$ cat src/hdl/t2b_pkg.sv
// types, codes and character tables for the braille translation unit
// no dependencies
package t2b_pkg;

    localparam int DOTS_W = 6;

    localparam logic [1:0] CFG_CAPITAL_SIGN = 2'd0;
    localparam logic [1:0] CFG_NUMBER_SIGN  = 2'd1;
    localparam logic [1:0] CFG_LETTER_SIGN  = 2'd2;

    localparam logic [DOTS_W-1:0] CAPITAL_SIGN_RST = 6'd32;
    localparam logic [DOTS_W-1:0] NUMBER_SIGN_RST  = 6'd39;
    localparam logic [DOTS_W-1:0] LETTER_SIGN_RST  = 6'd48;

    localparam logic [7:0] ASCII_SPACE   = 8'h20;
    localparam logic [7:0] ASCII_NEWLINE = 8'h0A;
    localparam logic [7:0] ASCII_LOWER_A = 8'h61;
    localparam logic [7:0] ASCII_LOWER_Z = 8'h7A;
    localparam logic [7:0] ASCII_UPPER_A = 8'h41;
    localparam logic [7:0] ASCII_UPPER_Z = 8'h5A;
    localparam logic [7:0] ASCII_ZERO    = 8'h30;
    localparam logic [7:0] ASCII_ONE     = 8'h31;
    localparam logic [7:0] ASCII_NINE    = 8'h39;

    // output slots of one character, in emission order
    typedef enum logic [1:0] {
        STEP_SIGN = 2'd0,
        STEP_CAP1 = 2'd1,
        STEP_CAP2 = 2'd2,
        STEP_CHAR = 2'd3
    } t_step;

    typedef struct packed {
        logic              present;
        logic [DOTS_W-1:0] dots;
        logic              brk;
        logic              clr_cap;
        logic              dig;
        logic              word_end;
    } t_emit;

    function automatic logic is_lower(input logic [7:0] c);
        return (c >= ASCII_LOWER_A) && (c <= ASCII_LOWER_Z);
    endfunction

    function automatic logic is_upper(input logic [7:0] c);
        return (c >= ASCII_UPPER_A) && (c <= ASCII_UPPER_Z);
    endfunction

    function automatic logic is_digit(input logic [7:0] c);
        return (c >= ASCII_ZERO) && (c <= ASCII_NINE);
    endfunction

    // grade-1 cells of a..z
    function automatic logic [DOTS_W-1:0] alpha_cell(input logic [4:0] idx);
        logic [DOTS_W-1:0] d;
        case (idx)
            5'd0:    d = 6'h01;
            5'd1:    d = 6'h03;
            5'd2:    d = 6'h09;
            5'd3:    d = 6'h19;
            5'd4:    d = 6'h11;
            5'd5:    d = 6'h0B;
            5'd6:    d = 6'h1B;
            5'd7:    d = 6'h13;
            5'd8:    d = 6'h0A;
            5'd9:    d = 6'h1A;
            5'd10:   d = 6'h05;
            5'd11:   d = 6'h07;
            5'd12:   d = 6'h0D;
            5'd13:   d = 6'h1D;
            5'd14:   d = 6'h15;
            5'd15:   d = 6'h0F;
            5'd16:   d = 6'h1F;
            5'd17:   d = 6'h17;
            5'd18:   d = 6'h0E;
            5'd19:   d = 6'h1E;
            5'd20:   d = 6'h25;
            5'd21:   d = 6'h27;
            5'd22:   d = 6'h3A;
            5'd23:   d = 6'h2D;
            5'd24:   d = 6'h3D;
            5'd25:   d = 6'h35;
            default: d = 6'h00;
        endcase
        return d;
    endfunction

endpackage

$ cat src/hdl/t2b_cell.sv
// one position of the word buffer chain: holds a byte, shifts toward the head
// depends on t2b_pkg
module t2b_cell
    import t2b_pkg::*;
#(
    parameter int IDX = 0,
    parameter int CW  = 4
) (
    input  logic          i_clk,
    input  logic          i_load,
    input  logic          i_shift,
    input  logic [CW-1:0] i_count,
    input  logic [7:0]    i_byte,
    input  logic [7:0]    i_next_byte,
    input  logic          i_next_lower,
    output logic [7:0]    o_byte,
    output logic          o_lower_ahead
);

    logic [7:0] r_byte;
    logic       w_occupied;

    assign w_occupied = CW'(IDX) < i_count;

    always_ff @(posedge i_clk) begin
        if (i_load && (i_count == CW'(IDX))) begin
            r_byte <= i_byte;
        end else if (i_shift) begin
            r_byte <= i_next_byte;
        end
    end

    // lowercase anywhere from this position to the end of the word
    assign o_lower_ahead = (w_occupied && is_lower(r_byte)) || i_next_lower;
    assign o_byte        = r_byte;

endmodule

$ cat src/hdl/t2b_emit.sv
// cell selection for one slot of the character at the head of the chain
// depends on t2b_pkg
module t2b_emit
    import t2b_pkg::*;
(
    input  logic [7:0]        i_byte,
    input  logic              i_no_lower_ahead,
    input  logic              i_prev_digit,
    input  logic              i_cap_en,
    input  t_step             i_step,
    input  logic [DOTS_W-1:0] i_capital_sign,
    input  logic [DOTS_W-1:0] i_number_sign,
    input  logic [DOTS_W-1:0] i_letter_sign,
    output t_emit             o_emit
);

    logic       w_dig;
    logic       w_up;
    logic       w_low;
    logic [7:0] w_ofs;

    assign w_dig = is_digit(i_byte);
    assign w_up  = is_upper(i_byte);
    assign w_low = is_lower(i_byte);

    always_comb begin
        if (w_low) begin
            w_ofs = i_byte - ASCII_LOWER_A;
        end else if (w_up) begin
            w_ofs = i_byte - ASCII_UPPER_A;
        end else if (i_byte == ASCII_ZERO) begin
            w_ofs = 8'd9;
        end else begin
            w_ofs = i_byte - ASCII_ONE;
        end
    end

    always_comb begin
        o_emit          = '0;
        o_emit.dig      = w_dig;
        o_emit.word_end = (i_byte == ASCII_SPACE) || (i_byte == ASCII_NEWLINE);
        case (i_step)
            STEP_SIGN: begin
                o_emit.present = i_prev_digit != w_dig;
                o_emit.dots    = i_prev_digit ? i_letter_sign : i_number_sign;
            end
            STEP_CAP1: begin
                o_emit.present = w_up && i_cap_en;
                o_emit.dots    = i_capital_sign;
            end
            STEP_CAP2: begin
                o_emit.present = w_up && i_cap_en && i_no_lower_ahead;
                o_emit.dots    = i_capital_sign;
                o_emit.clr_cap = w_up && i_cap_en && i_no_lower_ahead;
            end
            STEP_CHAR: begin
                if (w_low || w_up || w_dig) begin
                    o_emit.present = 1'b1;
                    o_emit.dots    = alpha_cell(w_ofs[4:0]);
                end else if (i_byte == ASCII_SPACE) begin
                    o_emit.present = 1'b1;
                end else if (i_byte == ASCII_NEWLINE) begin
                    o_emit.present = 1'b1;
                    o_emit.brk     = 1'b1;
                end
            end
            default: o_emit.present = 1'b0;
        endcase
    end

endmodule

$ cat src/hdl/text_to_braille_cells_unit.sv
// channel   dir  tdata                    tuser           tlast
// s_axis    in   [7:0] text_byte          -               end_of_text
// m_axis    out  [5:0] dots, [7:6] zero   [0] line_break  last_of_flush
// cfg       in   we / addr[1:0] / wdata[5:0] (capital, number, letter sign)
//
// a byte that does not end a word is stored in the chain.
// a flush steps each buffered byte, then any space or newline that ended the
// word, through its output slots; m_axis back-pressure stalls the sequencer.
// s_axis is ready only while no flush runs. synchronous reset, no clearing pass.
// depends on t2b_pkg, t2b_cell, t2b_emit
module text_to_braille_cells_unit
    import t2b_pkg::*;
#(
    parameter int WORD_MAX = 15
) (
    input  logic              i_clk,
    input  logic              i_rst_n,
    input  logic              i_s_axis_tvalid,
    output logic              o_s_axis_tready,
    input  logic [7:0]        i_s_axis_tdata,  // [7:0] text_byte
    input  logic              i_s_axis_tlast,
    output logic              o_m_axis_tvalid,
    input  logic              i_m_axis_tready,
    output logic [7:0]        o_m_axis_tdata,  // [5:0] dots, [7:6] zero
    output logic              o_m_axis_tuser,  // [0] line_break
    output logic              o_m_axis_tlast,
    input  logic              i_cfg_we,
    input  logic [1:0]        i_cfg_addr,
    input  logic [DOTS_W-1:0] i_cfg_wdata
);

    localparam int CW = $clog2(WORD_MAX + 1);

    typedef enum logic {
        S_IDLE,
        S_FLUSH
    } t_state;

    t_state            r_state;
    t_step             r_step;
    logic [CW-1:0]     r_count;
    logic              r_tail_pending;
    logic [7:0]        r_tail_byte;
    logic              r_eot;
    logic              r_prev_digit;
    logic              r_cap_en;
    logic              r_held_valid;
    logic [DOTS_W-1:0] r_held_dots;
    logic              r_held_brk;
    logic              r_out_valid;
    logic [DOTS_W-1:0] r_out_dots;
    logic              r_out_brk;
    logic              r_out_last;
    logic [DOTS_W-1:0] r_capital_sign;
    logic [DOTS_W-1:0] r_number_sign;
    logic [DOTS_W-1:0] r_letter_sign;

    logic [7:0]        w_byte  [WORD_MAX+1];
    logic              w_lower [WORD_MAX+1];
    logic              w_accept;
    logic              w_sep;
    logic              w_load;
    logic              w_shift;
    logic              w_have_byte;
    logic              w_out_free;
    logic              w_advance;
    logic              w_out_load;
    logic [7:0]        w_head_byte;
    logic              w_head_none;
    logic [CW:0]       w_count_inc;
    t_emit             w_emit;

    assign w_accept    = i_s_axis_tvalid && o_s_axis_tready;
    assign w_sep       = (i_s_axis_tdata == ASCII_SPACE) || (i_s_axis_tdata == ASCII_NEWLINE);
    assign w_load      = w_accept && !w_sep;
    assign w_count_inc = {1'b0, r_count} + 1'b1;
    assign w_out_free  = !r_out_valid || i_m_axis_tready;
    assign w_have_byte = (r_count != '0) || r_tail_pending;
    assign w_advance   = !w_emit.present || !r_held_valid || w_out_free;
    assign w_shift     = (r_state == S_FLUSH) && (r_count != '0)
                         && (r_step == STEP_CHAR) && w_advance;
    // held cell moves to the output register
    assign w_out_load  = (r_state == S_FLUSH) && r_held_valid
                         && (w_have_byte ? (w_advance && w_emit.present) : w_out_free);

    assign w_byte[WORD_MAX]  = '0;
    assign w_lower[WORD_MAX] = 1'b0;

    for (genvar g = 0; g < WORD_MAX; g++) begin : g_cells
        t2b_cell #(
            .IDX (g),
            .CW  (CW)
        ) u_cell (
            .i_clk         (i_clk),
            .i_load        (w_load),
            .i_shift       (w_shift),
            .i_count       (r_count),
            .i_byte        (i_s_axis_tdata),
            .i_next_byte   (w_byte[g+1]),
            .i_next_lower  (w_lower[g+1]),
            .o_byte        (w_byte[g]),
            .o_lower_ahead (w_lower[g])
        );
    end

    // buffered word first, then the space or newline that ended it
    assign w_head_byte = (r_count != '0) ? w_byte[0] : r_tail_byte;
    assign w_head_none = (r_count != '0) ? !w_lower[0] : 1'b1;

    t2b_emit u_emit (
        .i_byte           (w_head_byte),
        .i_no_lower_ahead (w_head_none),
        .i_prev_digit     (r_prev_digit),
        .i_cap_en         (r_cap_en),
        .i_step           (r_step),
        .i_capital_sign   (r_capital_sign),
        .i_number_sign    (r_number_sign),
        .i_letter_sign    (r_letter_sign),
        .o_emit           (w_emit)
    );

    always_ff @(posedge i_clk) begin
        if (!i_rst_n) begin
            r_capital_sign <= CAPITAL_SIGN_RST;
            r_number_sign  <= NUMBER_SIGN_RST;
            r_letter_sign  <= LETTER_SIGN_RST;
        end else if (i_cfg_we) begin
            case (i_cfg_addr)
                CFG_CAPITAL_SIGN: r_capital_sign <= i_cfg_wdata;
                CFG_NUMBER_SIGN:  r_number_sign  <= i_cfg_wdata;
                CFG_LETTER_SIGN:  r_letter_sign  <= i_cfg_wdata;
                default:          r_letter_sign  <= r_letter_sign;
            endcase
        end
    end

    always_ff @(posedge i_clk) begin
        if (!i_rst_n) begin
            r_state        <= S_IDLE;
            r_step         <= STEP_SIGN;
            r_count        <= '0;
            r_tail_pending <= 1'b0;
            r_eot          <= 1'b0;
            r_prev_digit   <= 1'b0;
            r_cap_en       <= 1'b1;
            r_held_valid   <= 1'b0;
            r_out_valid    <= 1'b0;
        end else begin
            if (w_out_load) begin
                r_out_valid <= 1'b1;
            end else if (i_m_axis_tready) begin
                r_out_valid <= 1'b0;
            end
            case (r_state)
                S_IDLE: begin
                    if (w_accept) begin
                        r_eot  <= i_s_axis_tlast;
                        r_step <= STEP_SIGN;
                        if (w_sep) begin
                            r_tail_pending <= 1'b1;
                            r_tail_byte    <= i_s_axis_tdata;
                            r_state        <= S_FLUSH;
                        end else begin
                            r_count <= w_count_inc[CW-1:0];
                            if ((w_count_inc == (CW+1)'(WORD_MAX)) || i_s_axis_tlast) begin
                                r_state <= S_FLUSH;
                            end
                        end
                    end
                end
                S_FLUSH: begin
                    if (w_have_byte) begin
                        if (w_advance) begin
                            if (w_emit.present) begin
                                if (r_held_valid) begin
                                    r_out_dots  <= r_held_dots;
                                    r_out_brk   <= r_held_brk;
                                    r_out_last  <= 1'b0;
                                end
                                r_held_valid <= 1'b1;
                                r_held_dots  <= w_emit.dots;
                                r_held_brk   <= w_emit.brk;
                            end
                            case (r_step)
                                STEP_SIGN: r_step <= STEP_CAP1;
                                STEP_CAP1: r_step <= STEP_CAP2;
                                STEP_CAP2: begin
                                    r_step <= STEP_CHAR;
                                    if (w_emit.clr_cap) begin
                                        r_cap_en <= 1'b0;
                                    end
                                end
                                STEP_CHAR: begin
                                    r_step       <= STEP_SIGN;
                                    r_prev_digit <= w_emit.dig;
                                    if (w_emit.word_end) begin
                                        r_cap_en <= 1'b1;
                                    end
                                    if (r_count != '0) begin
                                        r_count <= r_count - 1'b1;
                                    end else begin
                                        r_tail_pending <= 1'b0;
                                    end
                                end
                                default: r_step <= STEP_SIGN;
                            endcase
                        end
                    end else if (!r_held_valid || w_out_free) begin
                        // release the held cell as the final one of this transfer
                        if (r_held_valid) begin
                            r_out_dots  <= r_held_dots;
                            r_out_brk   <= r_held_brk;
                            r_out_last  <= 1'b1;
                        end
                        r_held_valid <= 1'b0;
                        r_state      <= S_IDLE;
                        if (r_eot) begin
                            r_prev_digit <= 1'b0;
                            r_cap_en     <= 1'b1;
                        end
                    end
                end
                default: r_state <= S_IDLE;
            endcase
        end
    end

    assign o_s_axis_tready = r_state == S_IDLE;
    assign o_m_axis_tvalid = r_out_valid;
    assign o_m_axis_tdata  = {2'b00, r_out_dots};
    assign o_m_axis_tuser  = r_out_brk;
    assign o_m_axis_tlast  = r_out_last;

endmodule

$ cat config.mk
export PLATFORM = sky130hd
export DESIGN_NAME = text_to_braille_cells_unit
export DESIGN_NICKNAME = d
export VERILOG_FILES = /design/src/hdl/t2b_pkg.sv /design/src/hdl/t2b_cell.sv /design/src/hdl/t2b_emit.sv /design/src/hdl/text_to_braille_cells_unit.sv
export SDC_FILE = /design/constraint.sdc
export NUM_CORES = 1
export LEC_CHECK = 0
export BUFFER_PORTS_ARGS = -buffer_cell sky130_fd_sc_hd__buf_4
export CORE_MARGIN = 4
export CORE_UTILIZATION = 45
export CTS_BUF_LIST = sky130_fd_sc_hd__clkbuf_4 sky130_fd_sc_hd__clkbuf_8
export DETAILED_ROUTE_END_ITERATION = 16
export PLACE_DENSITY_LB_ADDON = 0.25
export SYNTH_ARGS = -nofsm -noshare
export SYNTH_HDL_FRONTEND = slang
export SYNTH_SLANG_ARGS = --single-unit
$ cat constraint.sdc
create_clock -name i_clk -period 9.61 [get_ports i_clk]
set_input_delay 1.922 -clock i_clk [delete_from_list [all_inputs] [get_ports i_clk]]
set_output_delay 1.922 -clock i_clk [all_outputs]
set_load 0.01 [all_outputs]
# Word-level counts from Yosys, hierarchy flattened
# Memories as Yosys holds them, arrays and structs flattened.
# Cells that the tools add are included.
word_totals:
  out_inout_bits: 12
  mem_count: 1
  mem_bits_rw: 0
  latchBits: 0
  regBits: 174
  input_bits: 22
  mem_bits_ro: 192
  wordCells: 360
classes:
  bitwise_logic: 2
  n_reduce_logical: 125
  multipliers: 0
  n_eq_ne: 41
  n_mux: 102
  order_cmp: 51
  add_sub_neg: 5
  shifts: 0
  div: 0
mem_list:
  columns: ["memory", "depth", "word_bits", "rd", "rd_clocked_by_memory_dff", "write_ports", "line", "source"]
  rows:
  - ["(no name shown)", 32, 6, 1, 0, 0, "t2b_pkg.sv:57", "case (idx)"]
op_table:
  columns: ["cell", "count"]
  rows:
  - ["8-bit two-way mux", 31]
  - ["8-bit by 7-bit greater-or-equal comparator with 1-bit output (second input constant)", 17]
  - ["8-bit by 7-bit <= comparator with 1-bit output (second input constant)", 17]
  - ["1-bit logical AND", 58]
  - ["1-bit two-way mux", 45]
  - ["6-bit two-way mux", 7]
  - ["2-bit nonzero test", 19]
  - ["4-bit equality test (second input constant)", 7]
  - ["4-bit < comparator (first input constant)", 7]
  - ["7-bit one-hot mux with 4 select lines", 1]
  - ["8-bit by 6-bit equality test with 1-bit output (second input constant)", 3]
  - ["1-bit logical OR", 24]
  - ["4-bit two-way mux", 6]
  - ["2-bit by 1-bit inequality test with 1-bit output (second input constant)", 9]
  - ["4-bit by 3-bit equality test with 1-bit output (second input constant)", 4]
  - ["8-bit by 4-bit equality test with 1-bit output (second input constant)", 2]
  - ["3-bit by 4-bit < comparator with 1-bit output (first input constant)", 4]
  - ["5-bit two-way mux", 3]
  - ["5-bit AND reduction", 3]
  - ["7-bit AND reduction", 2]
  - ["6-bit AND reduction", 2]
  - ["5-bit by 1-bit subtractor with 5-bit output (second input constant)", 2]
  - ["4-bit by 2-bit equality test with 1-bit output (second input constant)", 2]
  - ["8-bit by 6-bit greater-or-equal comparator with 1-bit output (second input constant)", 1]
  - ["other kinds (28)", 50]

# Depth between registers and ports, before layout
logic_depth:
  ltp_word: 28
  mapped_depth: 19
  ltp_nobuf: 15

# Cells and area by module
# A second synthesis with hierarchy kept.
unflattened:
  hier_cells: 763
  hier_area_um2: 9862.0
modules_own_cells:
  columns: ["module", "area_per_inst_um2", "cells_each", "n_inst"]
  rows:
  - ["text_to_braille_cells_unit", 2393.5, 211, 1]
  - ["t2b_emit", 1174.9, 157, 1]
  - ["t2b_cell at g_cells[4].u_cell", 444.2, 28, 1]
  - ["t2b_cell at g_cells[2].u_cell", 441.7, 28, 1]
  - ["t2b_cell at g_cells[0].u_cell", 440.4, 26, 1]
  - ["t2b_cell at g_cells[10].u_cell", 440.4, 27, 1]
  - ["t2b_cell at g_cells[1].u_cell", 434.2, 27, 1]
  - ["t2b_cell at g_cells[11].u_cell", 416.6, 25, 1]
  - ["t2b_cell at g_cells[8].u_cell", 416.6, 26, 1]
  - ["t2b_cell at g_cells[6].u_cell", 414.1, 27, 1]
  - ["t2b_cell at g_cells[12].u_cell", 412.9, 27, 1]
  - ["t2b_cell at g_cells[14].u_cell", 409.1, 26, 1]
  - ["t2b_cell at g_cells[9].u_cell", 407.9, 25, 1]
  - ["t2b_cell at g_cells[13].u_cell", 406.6, 25, 1]
  - ["3 more rows", null, null, null]

# Worst setup path after synthesis
# OpenSTA, ideal clock, no wires.
synth_timing:
  kind: "reg-to-reg"
  startpoint: "reg r_count[1]"
  endpoint: "reg r_out_brk, in the netlist o_m_axis_tuser (enable)"
  path_stages_with_launch: 18
  arrival_ps: 4248
  path_slack_ps: 4980
  required_time_ps: 9228
  synth_period_minus_slack_ps: 4630
  path_cell_list: "dfxtp_1 clkbuf_1 inv_1 ha_1 buf_4 nor3b_2 buf_4 buf_2 mux2i_1 ha_1 nor2_1 a211o_1 a2111oi_4 o31a_1 or3_4 o21a_1 o211a_1 nor3b_1"
synth_via:
  elab_chain_len: 25
  word_cells_on_any_way: 76
  classes_between: "order compare: 21; eq/ne: 5; mux: 6; reduce/logical: 44"
synth_rtl:
  columns: ["item", "line", "source"]
  rows:
  - ["start: declaration", "text_to_braille_cells_unit.sv:41", "logic [CW-1:0] r_count;"]
  - ["start signal: assignment", "text_to_braille_cells_unit.sv:164", "r_count <= w_count_inc[CW-1:0];"]
  - ["start signal: assignment", "text_to_braille_cells_unit.sv:200", "r_count <= r_count - 1'b1;"]
  - ["4-bit < comparator", "t2b_cell.sv:23", "assign w_occupied = CW'(IDX) < i_count;"]
  - ["1-bit logical AND", "t2b_cell.sv:34", "assign o_lower_ahead = (w_occupied && is_lower(r_byte)) || i_next_lower;"]
  - ["1-bit logical OR (14 in series)", "t2b_cell.sv:34", null]
  - ["1-bit zero test", "text_to_braille_cells_unit.sv:108", "assign w_head_none = (r_count != '0) ? !w_lower[0] : 1'b1;"]
  - ["1-bit two-way mux", "text_to_braille_cells_unit.sv:108", null]
  - ["1-bit logical AND", "t2b_emit.sv:52", "o_emit.present = w_up && i_cap_en && i_no_lower_ahead;"]
  - ["7-bit one-hot mux with 4 select lines", "t2b_emit.sv:42", "case (i_step)"]
  - ["1-bit zero test", "text_to_braille_cells_unit.sv:79", "assign w_advance = !w_emit.present || !r_held_valid || w_out_free;"]
  - ["1-bit logical OR (2 in series)", "text_to_braille_cells_unit.sv:79", null]
  - ["2-bit by 1-bit inequality test with 1-bit output (no line)", null, null]
  - ["5-bit AND reduction (no line) (*)", null, null]
  - ["end signal: assignment", "text_to_braille_cells_unit.sv:177", "r_out_brk <= r_held_brk;"]
  - ["end signal: assignment", "text_to_braille_cells_unit.sv:212", "r_out_brk <= r_held_brk;"]
  - ["end: declaration", "text_to_braille_cells_unit.sv:52", "logic r_out_brk;"]
# Mark *: on every way between the ends. The rest lies on a longest branch, timed or not.
# A chain may end at the register's enable or synchronous reset.

# Worst setup path after layout
layout_timing:
  startpoint: "reg r_count[1]"
  endpoint: "reg r_out_dots[0] (enable)"
layout_via:
  elab_chain_len: 25
  word_cells_on_any_way: 76
  classes_between: "order compare: 21; eq/ne: 5; mux: 6; reduce/logical: 44"
layout_rtl:
  columns: ["item", "line", "source"]
  rows:
  - ["4-bit < comparator", "t2b_cell.sv:23", null]
  - ["1-bit logical AND", "t2b_cell.sv:34", null]
  - ["1-bit logical OR (14 in series)", "t2b_cell.sv:34", null]
  - ["1-bit zero test", "text_to_braille_cells_unit.sv:108", null]
  - ["1-bit two-way mux", "text_to_braille_cells_unit.sv:108", null]
  - ["1-bit logical AND", "t2b_emit.sv:52", null]
  - ["7-bit one-hot mux with 4 select lines", "t2b_emit.sv:42", null]
  - ["1-bit zero test", "text_to_braille_cells_unit.sv:79", null]
  - ["1-bit logical OR (2 in series)", "text_to_braille_cells_unit.sv:79", null]
  - ["2-bit by 1-bit inequality test with 1-bit output (no line)", null, null]
  - ["5-bit AND reduction (no line) (*)", null, null]
  - ["end signal: assignment", "text_to_braille_cells_unit.sv:176", "r_out_dots <= r_held_dots;"]
  - ["end signal: assignment", "text_to_braille_cells_unit.sv:211", "r_out_dots <= r_held_dots;"]
  - ["end: declaration", "text_to_braille_cells_unit.sv:51", "logic [DOTS_W-1:0] r_out_dots;"]
# Marks and branches as above.

==> reports/summary.txt <==
status -> complete, no violations
total negative slack -> 0 ns
insertion delay to the later sink of the worst-skew pair -> 0.46 ns
largest driver fanout on the critical path -> 20
final weighted congestion in routability-driven placement -> 0.9337
Die Span X -> 151.6 um
Overall Global Routing Usage -> 0.1892
wire length after detailed routing -> 20960 um
library cell occupying the most area in the post-synthesis netlist -> sky130_fd_sc_hd__edfxtp_1
min Tclk post-route -> 5.286 ns
Clock Pin Slew Worst Setup and Hold Paths -> 0.09 ns
total I/O pin count -> 34
Fill cells -> 1742
post-CTS setup-driven buffer insertion count -> 0
initial core utilization -> 0.4583
Data arrival, critical path -> 5.37 ns
Max Fclk -> 0.1892 GHz
number of storage elements in the synthesis netlist -> 174
DRT antenna net count -> 0
Syn Std Cell Area -> 9274 um2
Core ar. -> 20230 um2
clock tree from TritonCTS -> yes
number of search-and-repair iterations in the first detailed-routing pass -> 7
dominant cell by count in the synthesized netlist -> sky130_fd_sc_hd__edfxtp_1
final period utilization -> 0.5501
most frequent cells after synthesis -> sky130_fd_sc_hd__edfxtp_1 (143), sky130_fd_sc_hd__mux2_2 (120), sky130_fd_sc_hd__nand2_1 (63)
initial antenna violation count -> 0
RSZ-0062 raised after global routing -> false
EDFF count, synth -> 143
Worst Setup Path Type -> reg -> reg
fraction of layout instances using a drive strength above 1 -> 0.2513
Via Count -> 6204
die boundary height -> 151.6 um
count of clock tree sinks -> 174
peak ir drop on the vdd network -> 0.00008688 V
Inserted Clock Buffers -> 17
final count of hold timing violations -> 0
leftover overflow at the end of global routing -> 0
multi-input combinational cell area -> 4116 um2
CTS H-tree depth -> 4
critical path launch point type -> flip-flop
via count of the first global-routing pass -> 6426
main flop type after synthesis -> sky130_fd_sc_hd__edfxtp_1
number of max-cap violations -> 0
number of DRC markers in iteration 0 -> 422
Post-synth ARST share -> 0
# port buffers -> 31
proportion of synthesized chip area in sequential cells -> 0.5300
least setup slack across all paths after layout -> 4.324 ns
Max Clock Skew -> 0.01580 ns
total count of max-transition violations in the final report -> 0
antenna fix cells -> 0
number of buffers between clock root and the deepest sink -> 2
Hold Path Class -> reg -> reg
combined flip-flop and latch cell area -> 4915 um2
gate count of the mapped netlist -> 761
row cnt -> 52
WL per Instance -> 19.81 um
clock root buffer master -> sky130_fd_sc_hd__clkbuf_8
top-area cell type share of the netlist area -> 0.4630
power per cell area -> 155.3 nW/um2
worst-margin pin slew -> 1.189 ns
Place WS -> 4.376 ns
worst hold slack -> 0.4216 ns
Critical Path Sink Type -> flip-flop
post-CTS resize count -> 0
Yosys warning total -> 0
critical path required time -> 9.69 ns
drc violations -> 0
quantity of hold-fixing buffers added after cts -> 0
number of vias per cell after detailed routing -> 5.864
first-pass GRT wire length -> 33920 um
area growth from synthesis to final layout -> 8.608%
overall die area -> 22970 um2
number of different library cells in the post-synthesis netlist -> 76
total half-perimeter wirelength after legalization and detailed placement -> 14760 um
Lkg Pwr -> 0.003445 uW
worst slew margin relative to its limit -> 0.2055
mean post-synth cell area -> 12.19 um2
# setup viols final -> 0
top post-synthesis cells by area -> sky130_fd_sc_hd__edfxtp_1 (46%), sky130_fd_sc_hd__mux2_2 (15%), sky130_fd_sc_hd__dfxtp_1 (6.7%), sky130_fd_sc_hd__mux2i_1 (3.8%), sky130_fd_sc_hd__nand2_1 (2.5%)
layout net count -> 814
pin count of the biggest net entering global routing -> 34
report_power, final:
part           total (uW)  switching (uW)  internal [uW]  leakage (uW)
clock network         509             271            239      0.000197
registers             838            16.1            822       0.00145
logic                 217             133           83.7       0.00179
sequential cells by signal, indices dropped and copies added, names as in the netlist, 2 cells and up:
name                   cells
g_cells.u_cell.o_byte    120
r_tail_byte                8
r_capital_sign             6
r_held_dots                6
r_letter_sign              6
r_number_sign              6
r_out_dots                 6
r_count                    4
r_step                     2
layout by cell type (no fill, tap or decap), types with 5 or more instances in the layout:
cell type                  instances
sky130_fd_sc_hd__ha_1             17
sky130_fd_sc_hd__buf_4            32
sky130_fd_sc_hd__or3_1             6
sky130_fd_sc_hd__nor2b_1          11
sky130_fd_sc_hd__nand3_1          12
sky130_fd_sc_hd__o22ai_1          10
sky130_fd_sc_hd__mux2_2          120
sky130_fd_sc_hd__o211ai_1          7
sky130_fd_sc_hd__nand3b_1          6
sky130_fd_sc_hd__inv_1            16
sky130_fd_sc_hd__or4_1            12
sky130_fd_sc_hd__a211oi_1          7
sky130_fd_sc_hd__nor3_1           14
sky130_fd_sc_hd__nand2_1          63
sky130_fd_sc_hd__a21o_1            8
sky130_fd_sc_hd__nor2_1           33
sky130_fd_sc_hd__clkbuf_8         17
sky130_fd_sc_hd__a31oi_1          11
sky130_fd_sc_hd__mux2i_1          35
sky130_fd_sc_hd__o21ai_0          17
sky130_fd_sc_hd__dfxtp_1          31
sky130_fd_sc_hd__nor3b_1           5
sky130_fd_sc_hd__a21oi_1          28
sky130_fd_sc_hd__and3_1           16
sky130_fd_sc_hd__nand2b_1          8
sky130_fd_sc_hd__edfxtp_1        143
worst max-delay path, stage by stage, from the launching register on:
cell,delay (ns)
sky130_fd_sc_hd__dfxtp_1,0.46
sky130_fd_sc_hd__inv_1,0.21
sky130_fd_sc_hd__ha_1,0.37
sky130_fd_sc_hd__nor3b_2,0.22
sky130_fd_sc_hd__buf_4,0.29
sky130_fd_sc_hd__mux2i_1,0.65
sky130_fd_sc_hd__ha_1,0.33
sky130_fd_sc_hd__nor2_1,0.07
sky130_fd_sc_hd__a211o_1,0.26
sky130_fd_sc_hd__a2111oi_4,0.41
sky130_fd_sc_hd__o31a_1,0.28
sky130_fd_sc_hd__or3_4,0.18
sky130_fd_sc_hd__o21a_1,0.17
sky130_fd_sc_hd__o211a_1,0.19
sky130_fd_sc_hd__nor3b_1,0.82
layer usage:
layer	routed length [um]	global-route usage	part of all wire
met1	9381	0.2508	0.45
met2	10190	0.3143	0.49
met3	973	0.03212	0.046
met4	415	0.06783	0.020
met5	0	0	0
per-stage QoR:
step	instances	power [uW]	cell area, um2	utilization
2_1_floorplan	762	1012	9278	-
3_3_place_gp	1026	1066	9677	0.4782
3_5_place_dp	1026	1068	9677	0.4782
4_1_cts	1058	1573	10070	0.4978
5_1_grt	1058	1631	10070	0.4978
6_report	1058	1564	10070	0.4978
final cells by class:
class / count / area share
Clock buffer: 18 / 0.02398
Sequential cell: 174 / 0.4879
Inverter: 18 / 0.006708
Tap cell: 270 / 0.03354
Multi-Input combinational cell: 532 / 0.4087
Clock inverter: 14 / 0.01528
Timing Repair Buffer: 32 / 0.02385
final timing paths:
kind	startpoint	to	slack [ns]	cells past startpoint
hold reg to reg	r_held_dots[2]	r_out_dots[2]	0.42	0
hold / removal	r_held_dots[2]	r_out_dots[2]	0.42	0
setup / recovery	r_count[1]	r_out_dots[0]	4.32	14
setup reg to reg	r_count[1]	r_out_dots[0]	4.32	14
cell families (layout without fill, tap and decap cells):
logic type / after synthesis / in the layout / share of synthesized area
DFF: 174 / 174 / 0.5300
and+or+nand+nor: 221 / 221 / 0.1307
adders and majority gates: 17 / 17 / 0.02294
xor gates and xnor gates: 5 / 5 / 0.004722
muxes: 156 / 156 / 0.1851
other: 1 / 2 / 0.0004044
AOI/OAI and AO/OA: 131 / 131 / 0.09957
buffers and inverters: 56 / 82 / 0.02658
(Power assumes the default switching activity.)
